==> src/rtl/rlst_pkg.sv <==
// shared types and constants for the rgb led strip transmitter
// no dependencies; used by rlst_ctrl, rlst_dpath and the top level
`default_nettype none

package rlst_pkg;

    // command codes carried in the input word's tuser
    typedef enum logic [1:0] {
        CMD_SET_ONE = 2'd0,
        CMD_SET_ALL = 2'd1,
        CMD_START   = 2'd2,
        CMD_TICK    = 2'd3
    } cmd_code_t;

    // configuration register indexes
    typedef enum logic [1:0] {
        REG_ZERO_HIGH  = 2'd0,
        REG_ONE_HIGH   = 2'd1,
        REG_BIT_PERIOD = 2'd2,
        REG_LATCH_LOW  = 2'd3
    } reg_index_t;

    typedef enum logic [1:0] {
        PH_IDLE  = 2'd0,
        PH_SEND  = 2'd1,
        PH_LATCH = 2'd2
    } phase_t;

    localparam int unsigned COLOUR_W      = 24;
    localparam int unsigned BYTE_W        = 8;
    localparam int unsigned IDX_W         = 3;
    localparam int unsigned BIT_W         = 3;
    localparam int unsigned SEL_W         = 2;
    localparam int unsigned TICK_W        = 16;
    localparam int unsigned CFG_W         = 16;
    localparam int unsigned IN_DATA_W     = 32;
    localparam int unsigned OUT_DATA_W    = 8;
    localparam int unsigned BYTES_PER_LED = 3;
    // led_index is three bits wide, so only the first eight leds can differ
    localparam int unsigned NUM_COLOUR_REGS = 8;

    localparam logic [SEL_W-1:0] SEL_LAST = SEL_W'(BYTES_PER_LED - 1);
    localparam logic [BIT_W-1:0] BIT_LAST = '1;

    localparam logic [7:0]  RST_ZERO_HIGH  = 8'd20;
    localparam logic [7:0]  RST_ONE_HIGH   = 8'd40;
    localparam logic [7:0]  RST_BIT_PERIOD = 8'd63;
    localparam logic [15:0] RST_LATCH_LOW  = 16'd2500;

    // controller to datapath
    typedef struct packed {
        logic set_one;
        logic set_all;
        logic start;
        logic tick_send;
        logic tick_latch;
        logic send_next;
    } ctrl_cmd_t;

    // datapath to controller
    typedef struct packed {
        logic frame_end;
        logic latch_end;
    } dp_status_t;

    // colour words hold green, red, blue from the high byte down
    function automatic logic [BYTE_W-1:0] colour_byte(
        input logic [COLOUR_W-1:0] word,
        input logic [SEL_W-1:0]    sel
    );
        logic [BYTE_W-1:0] b;
        case (sel)
            2'd0:    b = word[23:16];
            2'd1:    b = word[15:8];
            default: b = word[7:0];
        endcase
        return b;
    endfunction

endpackage

`default_nettype wire

==> src/rtl/rlst_ctrl.sv <==
// phase controller for the rgb led strip transmitter
// depends on rlst_pkg; drives rlst_dpath through ctrl_cmd_t
`default_nettype none

module rlst_ctrl #(
    parameter int unsigned NUM_LEDS = 8
) (
    input  wire logic                      clk,
    input  wire logic                      rst_n,
    input  wire logic                      item_valid,
    input  wire rlst_pkg::cmd_code_t       cmd_code,
    input  wire logic [rlst_pkg::IDX_W-1:0] led_index,
    input  wire rlst_pkg::dp_status_t      status,
    output rlst_pkg::ctrl_cmd_t            cmd,
    output logic                           busy_next,
    output logic                           frame_done,
    output logic                           rejected
);

    rlst_pkg::phase_t phase_reg;
    rlst_pkg::phase_t phase_next;
    logic busy;
    logic idx_bad;

    assign busy    = (phase_reg != rlst_pkg::PH_IDLE);
    assign idx_bad = (32'(led_index) >= NUM_LEDS);

    always_ff @(posedge clk or negedge rst_n)
    begin
        if (!rst_n)
        begin
            phase_reg <= rlst_pkg::PH_IDLE;
        end
        else
        begin
            phase_reg <= phase_next;
        end
    end

    // next phase
    always_comb
    begin
        phase_next = phase_reg;
        if (item_valid)
        begin
            case (phase_reg)
                rlst_pkg::PH_IDLE:
                begin
                    if (cmd_code == rlst_pkg::CMD_START)
                        phase_next = rlst_pkg::PH_SEND;
                end
                rlst_pkg::PH_SEND:
                begin
                    if (cmd_code == rlst_pkg::CMD_TICK && status.frame_end)
                        phase_next = rlst_pkg::PH_LATCH;
                end
                rlst_pkg::PH_LATCH:
                begin
                    if (cmd_code == rlst_pkg::CMD_TICK && status.latch_end)
                        phase_next = rlst_pkg::PH_IDLE;
                end
                default:
                begin
                    phase_next = rlst_pkg::PH_IDLE;
                end
            endcase
        end
    end

    // commands and result flags
    always_comb
    begin
        cmd        = '0;
        rejected   = 1'b0;
        frame_done = 1'b0;
        if (item_valid)
        begin
            case (cmd_code)
                rlst_pkg::CMD_SET_ONE:
                begin
                    rejected    = busy || idx_bad;
                    cmd.set_one = !(busy || idx_bad);
                end
                rlst_pkg::CMD_SET_ALL:
                begin
                    rejected    = busy;
                    cmd.set_all = !busy;
                end
                rlst_pkg::CMD_START:
                begin
                    rejected  = busy;
                    cmd.start = !busy;
                end
                default:
                begin
                    cmd.tick_send  = (phase_reg == rlst_pkg::PH_SEND);
                    cmd.tick_latch = (phase_reg == rlst_pkg::PH_LATCH);
                    frame_done     = (phase_reg == rlst_pkg::PH_LATCH) && status.latch_end;
                end
            endcase
        end
        cmd.send_next = (phase_next == rlst_pkg::PH_SEND);
        busy_next     = (phase_next != rlst_pkg::PH_IDLE);
    end

    a_start_enters_send: assert property (@(posedge clk) disable iff (!rst_n)
        (item_valid && phase_reg == rlst_pkg::PH_IDLE && cmd_code == rlst_pkg::CMD_START)
        |=> (phase_reg == rlst_pkg::PH_SEND))
        else $error("start from idle did not enter send");

    a_done_returns_idle: assert property (@(posedge clk) disable iff (!rst_n)
        frame_done |=> (phase_reg == rlst_pkg::PH_IDLE))
        else $error("frame done without return to idle");

    a_no_idle_to_latch: assert property (@(posedge clk) disable iff (!rst_n)
        (phase_reg == rlst_pkg::PH_IDLE) |=> (phase_reg != rlst_pkg::PH_LATCH))
        else $error("latch entered straight from idle");

    a_busy_blocks_writes: assert property (@(posedge clk) disable iff (!rst_n)
        busy |-> !(cmd.set_one || cmd.set_all || cmd.start))
        else $error("store write or start issued while busy");

endmodule

`default_nettype wire

==> src/rtl/rlst_dpath.sv <==
// colour store, bit timing counters and shifter of the led strip transmitter
// depends on rlst_pkg; commanded by rlst_ctrl
`default_nettype none

module rlst_dpath #(
    parameter int unsigned NUM_LEDS = 8
) (
    input  wire logic                          clk,
    input  wire logic                          rst_n,
    input  wire logic                          cfg_we,
    input  wire rlst_pkg::reg_index_t          cfg_addr,
    input  wire logic [rlst_pkg::CFG_W-1:0]    cfg_wdata,
    input  wire rlst_pkg::ctrl_cmd_t           cmd,
    input  wire logic [rlst_pkg::IDX_W-1:0]    led_index,
    input  wire logic [rlst_pkg::COLOUR_W-1:0] colour,
    output rlst_pkg::dp_status_t               status,
    output logic                               line_next
);

    localparam int unsigned LED_W = (NUM_LEDS > 1) ? $clog2(NUM_LEDS) : 1;
    localparam logic [LED_W-1:0] LED_LAST = LED_W'(NUM_LEDS - 1);

    // timing registers
    logic [7:0]  zero_high_reg;
    logic [7:0]  one_high_reg;
    logic [7:0]  bit_period_reg;
    logic [15:0] latch_low_reg;

    // colour store: eight addressable words plus one word shared by the rest
    logic [rlst_pkg::COLOUR_W-1:0] colour_reg [rlst_pkg::NUM_COLOUR_REGS];
    logic [rlst_pkg::COLOUR_W-1:0] rest_colour_reg;

    logic [LED_W-1:0]                led_reg, led_next;
    logic [rlst_pkg::SEL_W-1:0]      sel_reg, sel_next;
    logic [rlst_pkg::BIT_W-1:0]      bit_reg, bit_next;
    logic [rlst_pkg::TICK_W-1:0]     tick_reg, tick_next;
    logic [rlst_pkg::BYTE_W-1:0]     shift_reg, shift_next;

    logic [rlst_pkg::TICK_W-1:0]     tick_inc;
    logic                            period_end;
    logic                            last_byte;
    logic [LED_W-1:0]                led_adv;
    logic [rlst_pkg::SEL_W-1:0]      sel_adv;
    logic [rlst_pkg::COLOUR_W-1:0]   fetch_word;
    logic [7:0]                      high_ticks;

    always_ff @(posedge clk or negedge rst_n)
    begin
        if (!rst_n)
        begin
            zero_high_reg  <= rlst_pkg::RST_ZERO_HIGH;
            one_high_reg   <= rlst_pkg::RST_ONE_HIGH;
            bit_period_reg <= rlst_pkg::RST_BIT_PERIOD;
            latch_low_reg  <= rlst_pkg::RST_LATCH_LOW;
        end
        else if (cfg_we)
        begin
            case (cfg_addr)
                rlst_pkg::REG_ZERO_HIGH:  zero_high_reg  <= cfg_wdata[7:0];
                rlst_pkg::REG_ONE_HIGH:   one_high_reg   <= cfg_wdata[7:0];
                rlst_pkg::REG_BIT_PERIOD: bit_period_reg <= cfg_wdata[7:0];
                rlst_pkg::REG_LATCH_LOW:  latch_low_reg  <= cfg_wdata;
                default:                  latch_low_reg  <= latch_low_reg;
            endcase
        end
    end

    always_ff @(posedge clk or negedge rst_n)
    begin
        if (!rst_n)
        begin
            for (int i = 0; i < rlst_pkg::NUM_COLOUR_REGS; i++)
                colour_reg[i] <= '0;
            rest_colour_reg <= '0;
        end
        else if (cmd.set_all)
        begin
            for (int i = 0; i < rlst_pkg::NUM_COLOUR_REGS; i++)
                colour_reg[i] <= colour;
            rest_colour_reg <= colour;
        end
        else if (cmd.set_one)
        begin
            colour_reg[led_index] <= colour;
        end
    end

    always_ff @(posedge clk or negedge rst_n)
    begin
        if (!rst_n)
        begin
            led_reg   <= '0;
            sel_reg   <= '0;
            bit_reg   <= '0;
            tick_reg  <= '0;
            shift_reg <= '0;
        end
        else
        begin
            led_reg   <= led_next;
            sel_reg   <= sel_next;
            bit_reg   <= bit_next;
            tick_reg  <= tick_next;
            shift_reg <= shift_next;
        end
    end

    assign tick_inc   = tick_reg + 1'b1;
    assign period_end = (tick_inc >= {8'd0, bit_period_reg});
    assign last_byte  = (led_reg == LED_LAST) && (sel_reg == rlst_pkg::SEL_LAST);

    // position of the following byte: green, red, blue, then the next led
    assign sel_adv = (sel_reg == rlst_pkg::SEL_LAST) ? '0 : sel_reg + 1'b1;
    assign led_adv = (sel_reg == rlst_pkg::SEL_LAST) ? led_reg + 1'b1 : led_reg;

    always_comb
    begin
        if (32'(led_adv) < rlst_pkg::NUM_COLOUR_REGS)
            fetch_word = colour_reg[rlst_pkg::IDX_W'(led_adv)];
        else
            fetch_word = rest_colour_reg;
    end

    always_comb
    begin
        led_next   = led_reg;
        sel_next   = sel_reg;
        bit_next   = bit_reg;
        tick_next  = tick_reg;
        shift_next = shift_reg;
        if (cmd.start)
        begin
            led_next   = '0;
            sel_next   = '0;
            bit_next   = '0;
            tick_next  = '0;
            shift_next = rlst_pkg::colour_byte(colour_reg[0], '0);
        end
        else if (cmd.tick_send)
        begin
            if (!period_end)
            begin
                tick_next = tick_inc;
            end
            else
            begin
                tick_next  = '0;
                shift_next = {shift_reg[6:0], 1'b0};
                bit_next   = bit_reg + 1'b1;
                if (bit_reg == rlst_pkg::BIT_LAST)
                begin
                    if (last_byte)
                    begin
                        led_next   = '0;
                        sel_next   = '0;
                        shift_next = '0;
                    end
                    else
                    begin
                        led_next   = led_adv;
                        sel_next   = sel_adv;
                        shift_next = rlst_pkg::colour_byte(fetch_word, sel_adv);
                    end
                end
            end
        end
        else if (cmd.tick_latch)
        begin
            tick_next = status.latch_end ? '0 : tick_inc;
        end
    end

    always_comb
    begin
        status.frame_end = period_end && (bit_reg == rlst_pkg::BIT_LAST) && last_byte;
        status.latch_end = (tick_inc >= latch_low_reg);
    end

    // line is high at the start of each bit until its high time runs out
    assign high_ticks = shift_next[7] ? one_high_reg : zero_high_reg;
    assign line_next  = cmd.send_next && (tick_next < {8'd0, high_ticks});

endmodule

`default_nettype wire

==> src/rtl/rgb_led_strip_transmitter_core.sv <==
// top level of the single-wire rgb led strip transmitter
// depends on rlst_pkg, rlst_ctrl and rlst_dpath
//
// usage:
//  - input words arrive on the s_axis group; tuser carries the command
//    (set one led, set all leds, start frame, tick), tdata the led index
//    and the red, green and blue intensities
//  - every accepted input word gives exactly one result word on the m_axis
//    group: line level, busy, frame done and rejected flags
//  - each tick word advances the serial waveform by one time step, so the
//    data line is rebuilt from the line_level bit of successive results
//  - latency: the result word is valid the cycle after the input word is
//    accepted; throughput is one word per clock while the receiver does not
//    stall, through the bit timing counters and the one-entry output register
//  - when the receiver stalls, the output register holds its word and
//    s_axis_tready drops until that word is taken
//  - the timing registers are written through cfg_we/cfg_addr/cfg_wdata;
//    a write takes effect on the next clock edge
//  - reset clears the colour store to black, returns to idle with the line
//    low, loads the default timing and empties the output register
`default_nettype none

module rgb_led_strip_transmitter_core #(
    parameter int unsigned NUM_LEDS = 8
) (
    input  wire logic        clk,
    input  wire logic        rst_n,
    // configuration write port
    input  wire logic        cfg_we,
    input  wire logic [1:0]  cfg_addr,
    input  wire logic [15:0] cfg_wdata,
    // command input
    input  wire logic        s_axis_tvalid,
    output logic             s_axis_tready,
    // led_index[2:0], red[10:3], green[18:11], blue[26:19], zero fill
    input  wire logic [31:0] s_axis_tdata,
    // command[1:0]
    input  wire logic [1:0]  s_axis_tuser,
    // result output
    output logic             m_axis_tvalid,
    input  wire logic        m_axis_tready,
    // line_level[0], busy_res[1], frame_done[2], rejected[3], zero fill
    output logic [7:0]       m_axis_tdata
);

    logic                            item_valid;
    rlst_pkg::cmd_code_t             cmd_code;
    logic [rlst_pkg::IDX_W-1:0]      led_index;
    logic [rlst_pkg::COLOUR_W-1:0]   colour;
    rlst_pkg::ctrl_cmd_t             ctrl_cmd;
    rlst_pkg::dp_status_t            dp_status;
    logic                            busy_next;
    logic                            frame_done;
    logic                            rejected;
    logic                            line_next;

    logic                            out_valid_reg, out_valid_next;
    logic [3:0]                      out_data_reg, out_data_next;

    // a new word is taken whenever the output slot is free or being emptied
    assign s_axis_tready = !out_valid_reg || m_axis_tready;
    assign item_valid    = s_axis_tvalid && s_axis_tready;

    assign cmd_code  = rlst_pkg::cmd_code_t'(s_axis_tuser);
    assign led_index = s_axis_tdata[2:0];
    // stored order is green, red, blue from the high byte down
    assign colour    = {s_axis_tdata[18:11], s_axis_tdata[10:3], s_axis_tdata[26:19]};

    rlst_ctrl #(
        .NUM_LEDS (NUM_LEDS)
    ) u_ctrl (
        .clk        (clk),
        .rst_n      (rst_n),
        .item_valid (item_valid),
        .cmd_code   (cmd_code),
        .led_index  (led_index),
        .status     (dp_status),
        .cmd        (ctrl_cmd),
        .busy_next  (busy_next),
        .frame_done (frame_done),
        .rejected   (rejected)
    );

    rlst_dpath #(
        .NUM_LEDS (NUM_LEDS)
    ) u_dpath (
        .clk       (clk),
        .rst_n     (rst_n),
        .cfg_we    (cfg_we),
        .cfg_addr  (rlst_pkg::reg_index_t'(cfg_addr)),
        .cfg_wdata (cfg_wdata),
        .cmd       (ctrl_cmd),
        .led_index (led_index),
        .colour    (colour),
        .status    (dp_status),
        .line_next (line_next)
    );

    // one-entry output register
    always_comb
    begin
        out_valid_next = out_valid_reg;
        out_data_next  = out_data_reg;
        if (item_valid)
        begin
            out_valid_next = 1'b1;
            out_data_next  = {rejected, frame_done, busy_next, line_next};
        end
        else if (m_axis_tready)
        begin
            out_valid_next = 1'b0;
        end
    end

    always_ff @(posedge clk or negedge rst_n)
    begin
        if (!rst_n)
        begin
            out_valid_reg <= 1'b0;
        end
        else
        begin
            out_valid_reg <= out_valid_next;
        end
    end

    always_ff @(posedge clk)
    begin
        out_data_reg <= out_data_next;
    end

    assign m_axis_tvalid = out_valid_reg;
    assign m_axis_tdata  = {4'd0, out_data_reg};

endmodule

`default_nettype wire
==> config.mk <==
export PLATFORM = sky130hd
export DESIGN_NAME = rgb_led_strip_transmitter_core
export DESIGN_NICKNAME = d
export VERILOG_FILES = /design/src/rtl/rlst_pkg.sv /design/src/rtl/rlst_ctrl.sv /design/src/rtl/rlst_dpath.sv /design/src/rtl/rgb_led_strip_transmitter_core.sv
export SDC_FILE = /design/constraint.sdc
export NUM_CORES = 1
export LEC_CHECK = 0
export BUFFER_PORTS_ARGS = -buffer_cell sky130_fd_sc_hd__clkbuf_2
export CAP_MARGIN = 25
export CORE_AREA = 2 2 161 163
export DETAILED_ROUTE_END_ITERATION = 12
export DIE_AREA = 0 0 163 165
export GPL_TIMING_DRIVEN = 0
export PLACE_DENSITY_LB_ADDON = 0.2
export SLEW_MARGIN = 25
export SYNTH_ARGS = -nofsm -noshare
export SYNTH_HDL_FRONTEND = slang
export SYNTH_SLANG_ARGS = --single-unit
==> constraint.sdc <==
create_clock -name clk -period 5.7 [get_ports clk]
set_input_delay 0.285 -clock clk [delete_from_list [all_inputs] [get_ports clk]]
set_output_delay 0.285 -clock clk [all_outputs]
set_load 0.02 [all_outputs]
==> metrics <==
antenna violations before repair 0; Longest Clk Path Bufs 3; area grow syn2layout 14.63%; TritonRoute pass-1 iters 5; Layout Skew 0.01986 ns; Die W 163 um; post-DP HPWL 21,850 um; maximum vdd drop 0.2693 mV; synth cell count leaders dfrtp_1 (252), mux2_2 (235), nand2_1 (51); critical-path maximum fanout 9; maxcap violations 0; Initial Util 54.47%; Worst Path Required 6.09 ns; Sequential Area 0.006822 mm^2; Inst Count DP 1,432; dpl cell area 0.01445 mm^2; Final GP Congestion 0.8606; leak pwr 7.281 nW; Num CTS Buffers 28; Final #Nets 1,237; Setup CP Type reg -> reg; root buffer cell clkbuf_16; EDFF count, synth 4; Final Hold Fails 0; CP Cell Sequence clkbuf_4, and3_1, and2_1, and3_2, xor2_2, ha_1, a21oi_2, o211a_1, nand4_1, or4_1, buf_2, and2_4, buf_6, a211o_1, clkinv_4, buf_4, mux2i_1, ha_1, a21oi_1, o21ai_1, a311oi_1, o311ai_1, nor4b_2; CP startpoint kind flip-flop; min Tclk post-route 5.378 ns; measured slew at the worst slew-check pin 0.9221 ns; area of the multi-input gates 0.006479 mm^2; DRT Wirelength 31,690 um; CTS sink count 271; Largest register FFs 192; Synth cell types 71; DRC marker count from the first detailed-route iteration 670; final worst path period share 94.36%; Die Ht 165 um; ys flop type dfrtp_1; Port Buffers 57; #FFs+latches synth 271; DRT antenna net count 0; vias 8,925; Critical Path AT 5.76 ns; CP max stage cell or4_1; I/O pins 67; classification of the worst-slack hold path in -> reg; Wirelength per Cell 21.17 um; antenna diode count 0; core area 0.02504 mm^2; slew margin rel. 38.05%; row count 58; Vias per Instance 5.962; Async SR Flop Fraction 98.52%; most used cell, CP ha_1; Clock Latency Late Sink 0.57 ns; Synth area leader dfrtp_1; RSZ-0062 raised after global routing no; Overflow after GRT 0; top-area cell type share of the netlist area 46.24%; cells taking the most area after synthesis dfrtp_1 (46%), mux2_2 (19%), mux4_2 (7.6%); Buf/Inv on CP 5; largest net degree at the start of global routing 82; worst hold slack 0.01515 ns; FMAX 185.9 MHz; yosys warns 0; CTS tree built; count leader, synth dfrtp_1; sequential share of the synthesized area 50.01%; Syn Inst Count 1,038; # fillers 1,987; H-tree levels 1; CP top delay family simple AND/OR/NAND/NOR gates; first-pass GRT wire length 50,830 um; die area 0.02690 mm^2; post-route cell area 0.01563 mm^2; synthesized area per cell 13.14 um^2; share of layout cells above drive strength 1 38.99%; endpoints failing setup 0; Worst Setup End Kind flip-flop; setup TNS 0 ns; Pwr Density 375.5 mW/mm^2; Final Max Slew Viols 0; Post-route DRC 0; final std cells w/o fill 1,497; Mapped Area 0.01364 mm^2; vias in the first global route 9,121; status completed; Tot GR Track Use 24.47%; clock-pin slew on the worst setup and hold paths 0.06 ns; largest stage delay on the critical path 0.53 ns
[worst paths after layout]
path	startpoint	endpoint	slack [ns]	cells after the start
hold reg to reg	u_dpath.colour_reg[178]	u_dpath.colour_reg[178]	0.50	1
hold / removal	cfg_wdata[4]	u_dpath.one_high_reg[4]	0.02	2
min in group asynchronous	rst_n	u_dpath.colour_reg[167]	0.25	2
setup / recovery	u_dpath.tick_reg[2]	out_data_reg[0]	0.32	23
setup reg to reg	u_dpath.tick_reg[2]	out_data_reg[0]	0.32	23
max in group asynchronous	rst_n	u_dpath.colour_reg[40]	4.70	3
[logic make-up (layout without fill, tap and decap cells)]
kind of cell,count (synthesis),count (layout),share of synthesized area [%]
adders and majority gates,35,35,3.211
and+or+nand+nor,178,178,6.909
other,1,4,0.02750
muxes,310,310,29.13
AOI/OAI and AO/OA,133,133,6.579
DFF,271,271,50.01
buffers and inverters,93,219,2.936
xor gates and xnor gates,17,17,1.193
[per-layer routing]
| layer | global-route usage [%] | vias up | share of wire [%] |
|---|---|---|---|
| li1 | - | 4070 | - |
| met1 | 32.89 | 4620 | 44 |
| met2 | 41.95 | 182 | 50 |
| met3 | 2.838 | 53 | 3.7 |
| met4 | 7.603 | 0 | 2.9 |
| met5 | 0 | - | 0 |
[area by class of cell]
type / count / share of cell area, %
Sequential cell: 271 / 43.64
Multi-Input combinational cell: 677 / 41.44
Clock buffer: 43 / 5.483
Timing Repair Buffer: 74 / 3.242
Tap cell: 330 / 2.641
Buffer: 60 / 1.785
Clock inverter: 9 / 0.9445
Inverter: 33 / 0.8244
[layout by cell type, fill, tap and decap left out, types with 5 or more instances in the layout]
cell           Yosys  final
o21ai_0           20     18
xnor2_1           11     11
nand2b_1           6      6
clkbuf_2           0     56
o21ai_1           11     12
inv_1             31     31
a211oi_1          12     11
clkbuf_1          33     38
clkbuf_8           0     11
or3_1              5      5
mux2i_1           29     28
a21oi_1           30     29
ha_1              35     34
a22oi_1            7      7
buf_2             21     19
nor2_1            33     32
a221o_1            7      7
and2_1             5      5
o211ai_1           8      8
nand3_1           11     11
dfstp_2           15     15
a21o_1             8      8
nor3_1             8      8
clkbuf_16          0     28
dlygate4sd3_1      0     10
mux4_2            46     46
nor2b_1           16     16
mux2_2           235    235
nand4_1           11     11
buf_4              4      8
nand2_1           51     50
dfrtp_1          252    251
[power by group]
part	switching (mW)	total, mW	internal (mW)
clock network	0.770	1.94	1.17
registers	0.281	2.77	2.49
logic	0.456	1.16	0.703
total	1.51	5.87	4.36
[repair_timing]
action | in CTS | in global routing
endpoints found under the hold margin | 43 | 0
setup buffers | 0 | 3
endpoints found under the setup margin | 1 | 1
hold buffers | 10 | 0
pin swaps | 0 | 2
gates resized for setup | 1 | 16
[metrics by stage]
step	utilization (%)	power (mW)	setup slack (ns)
2_1_floorplan	-	3.570	0.8809
6_report	62.44	5.871	0.3218
3_3_place_gp	57.30	3.846	-1.339
3_5_place_dp	57.72	3.933	-0.09523
4_1_cts	62.14	5.897	0.02869
5_1_grt	62.44	6.173	0.02778
No activity file was read; power rests on OpenSTA's default activity.
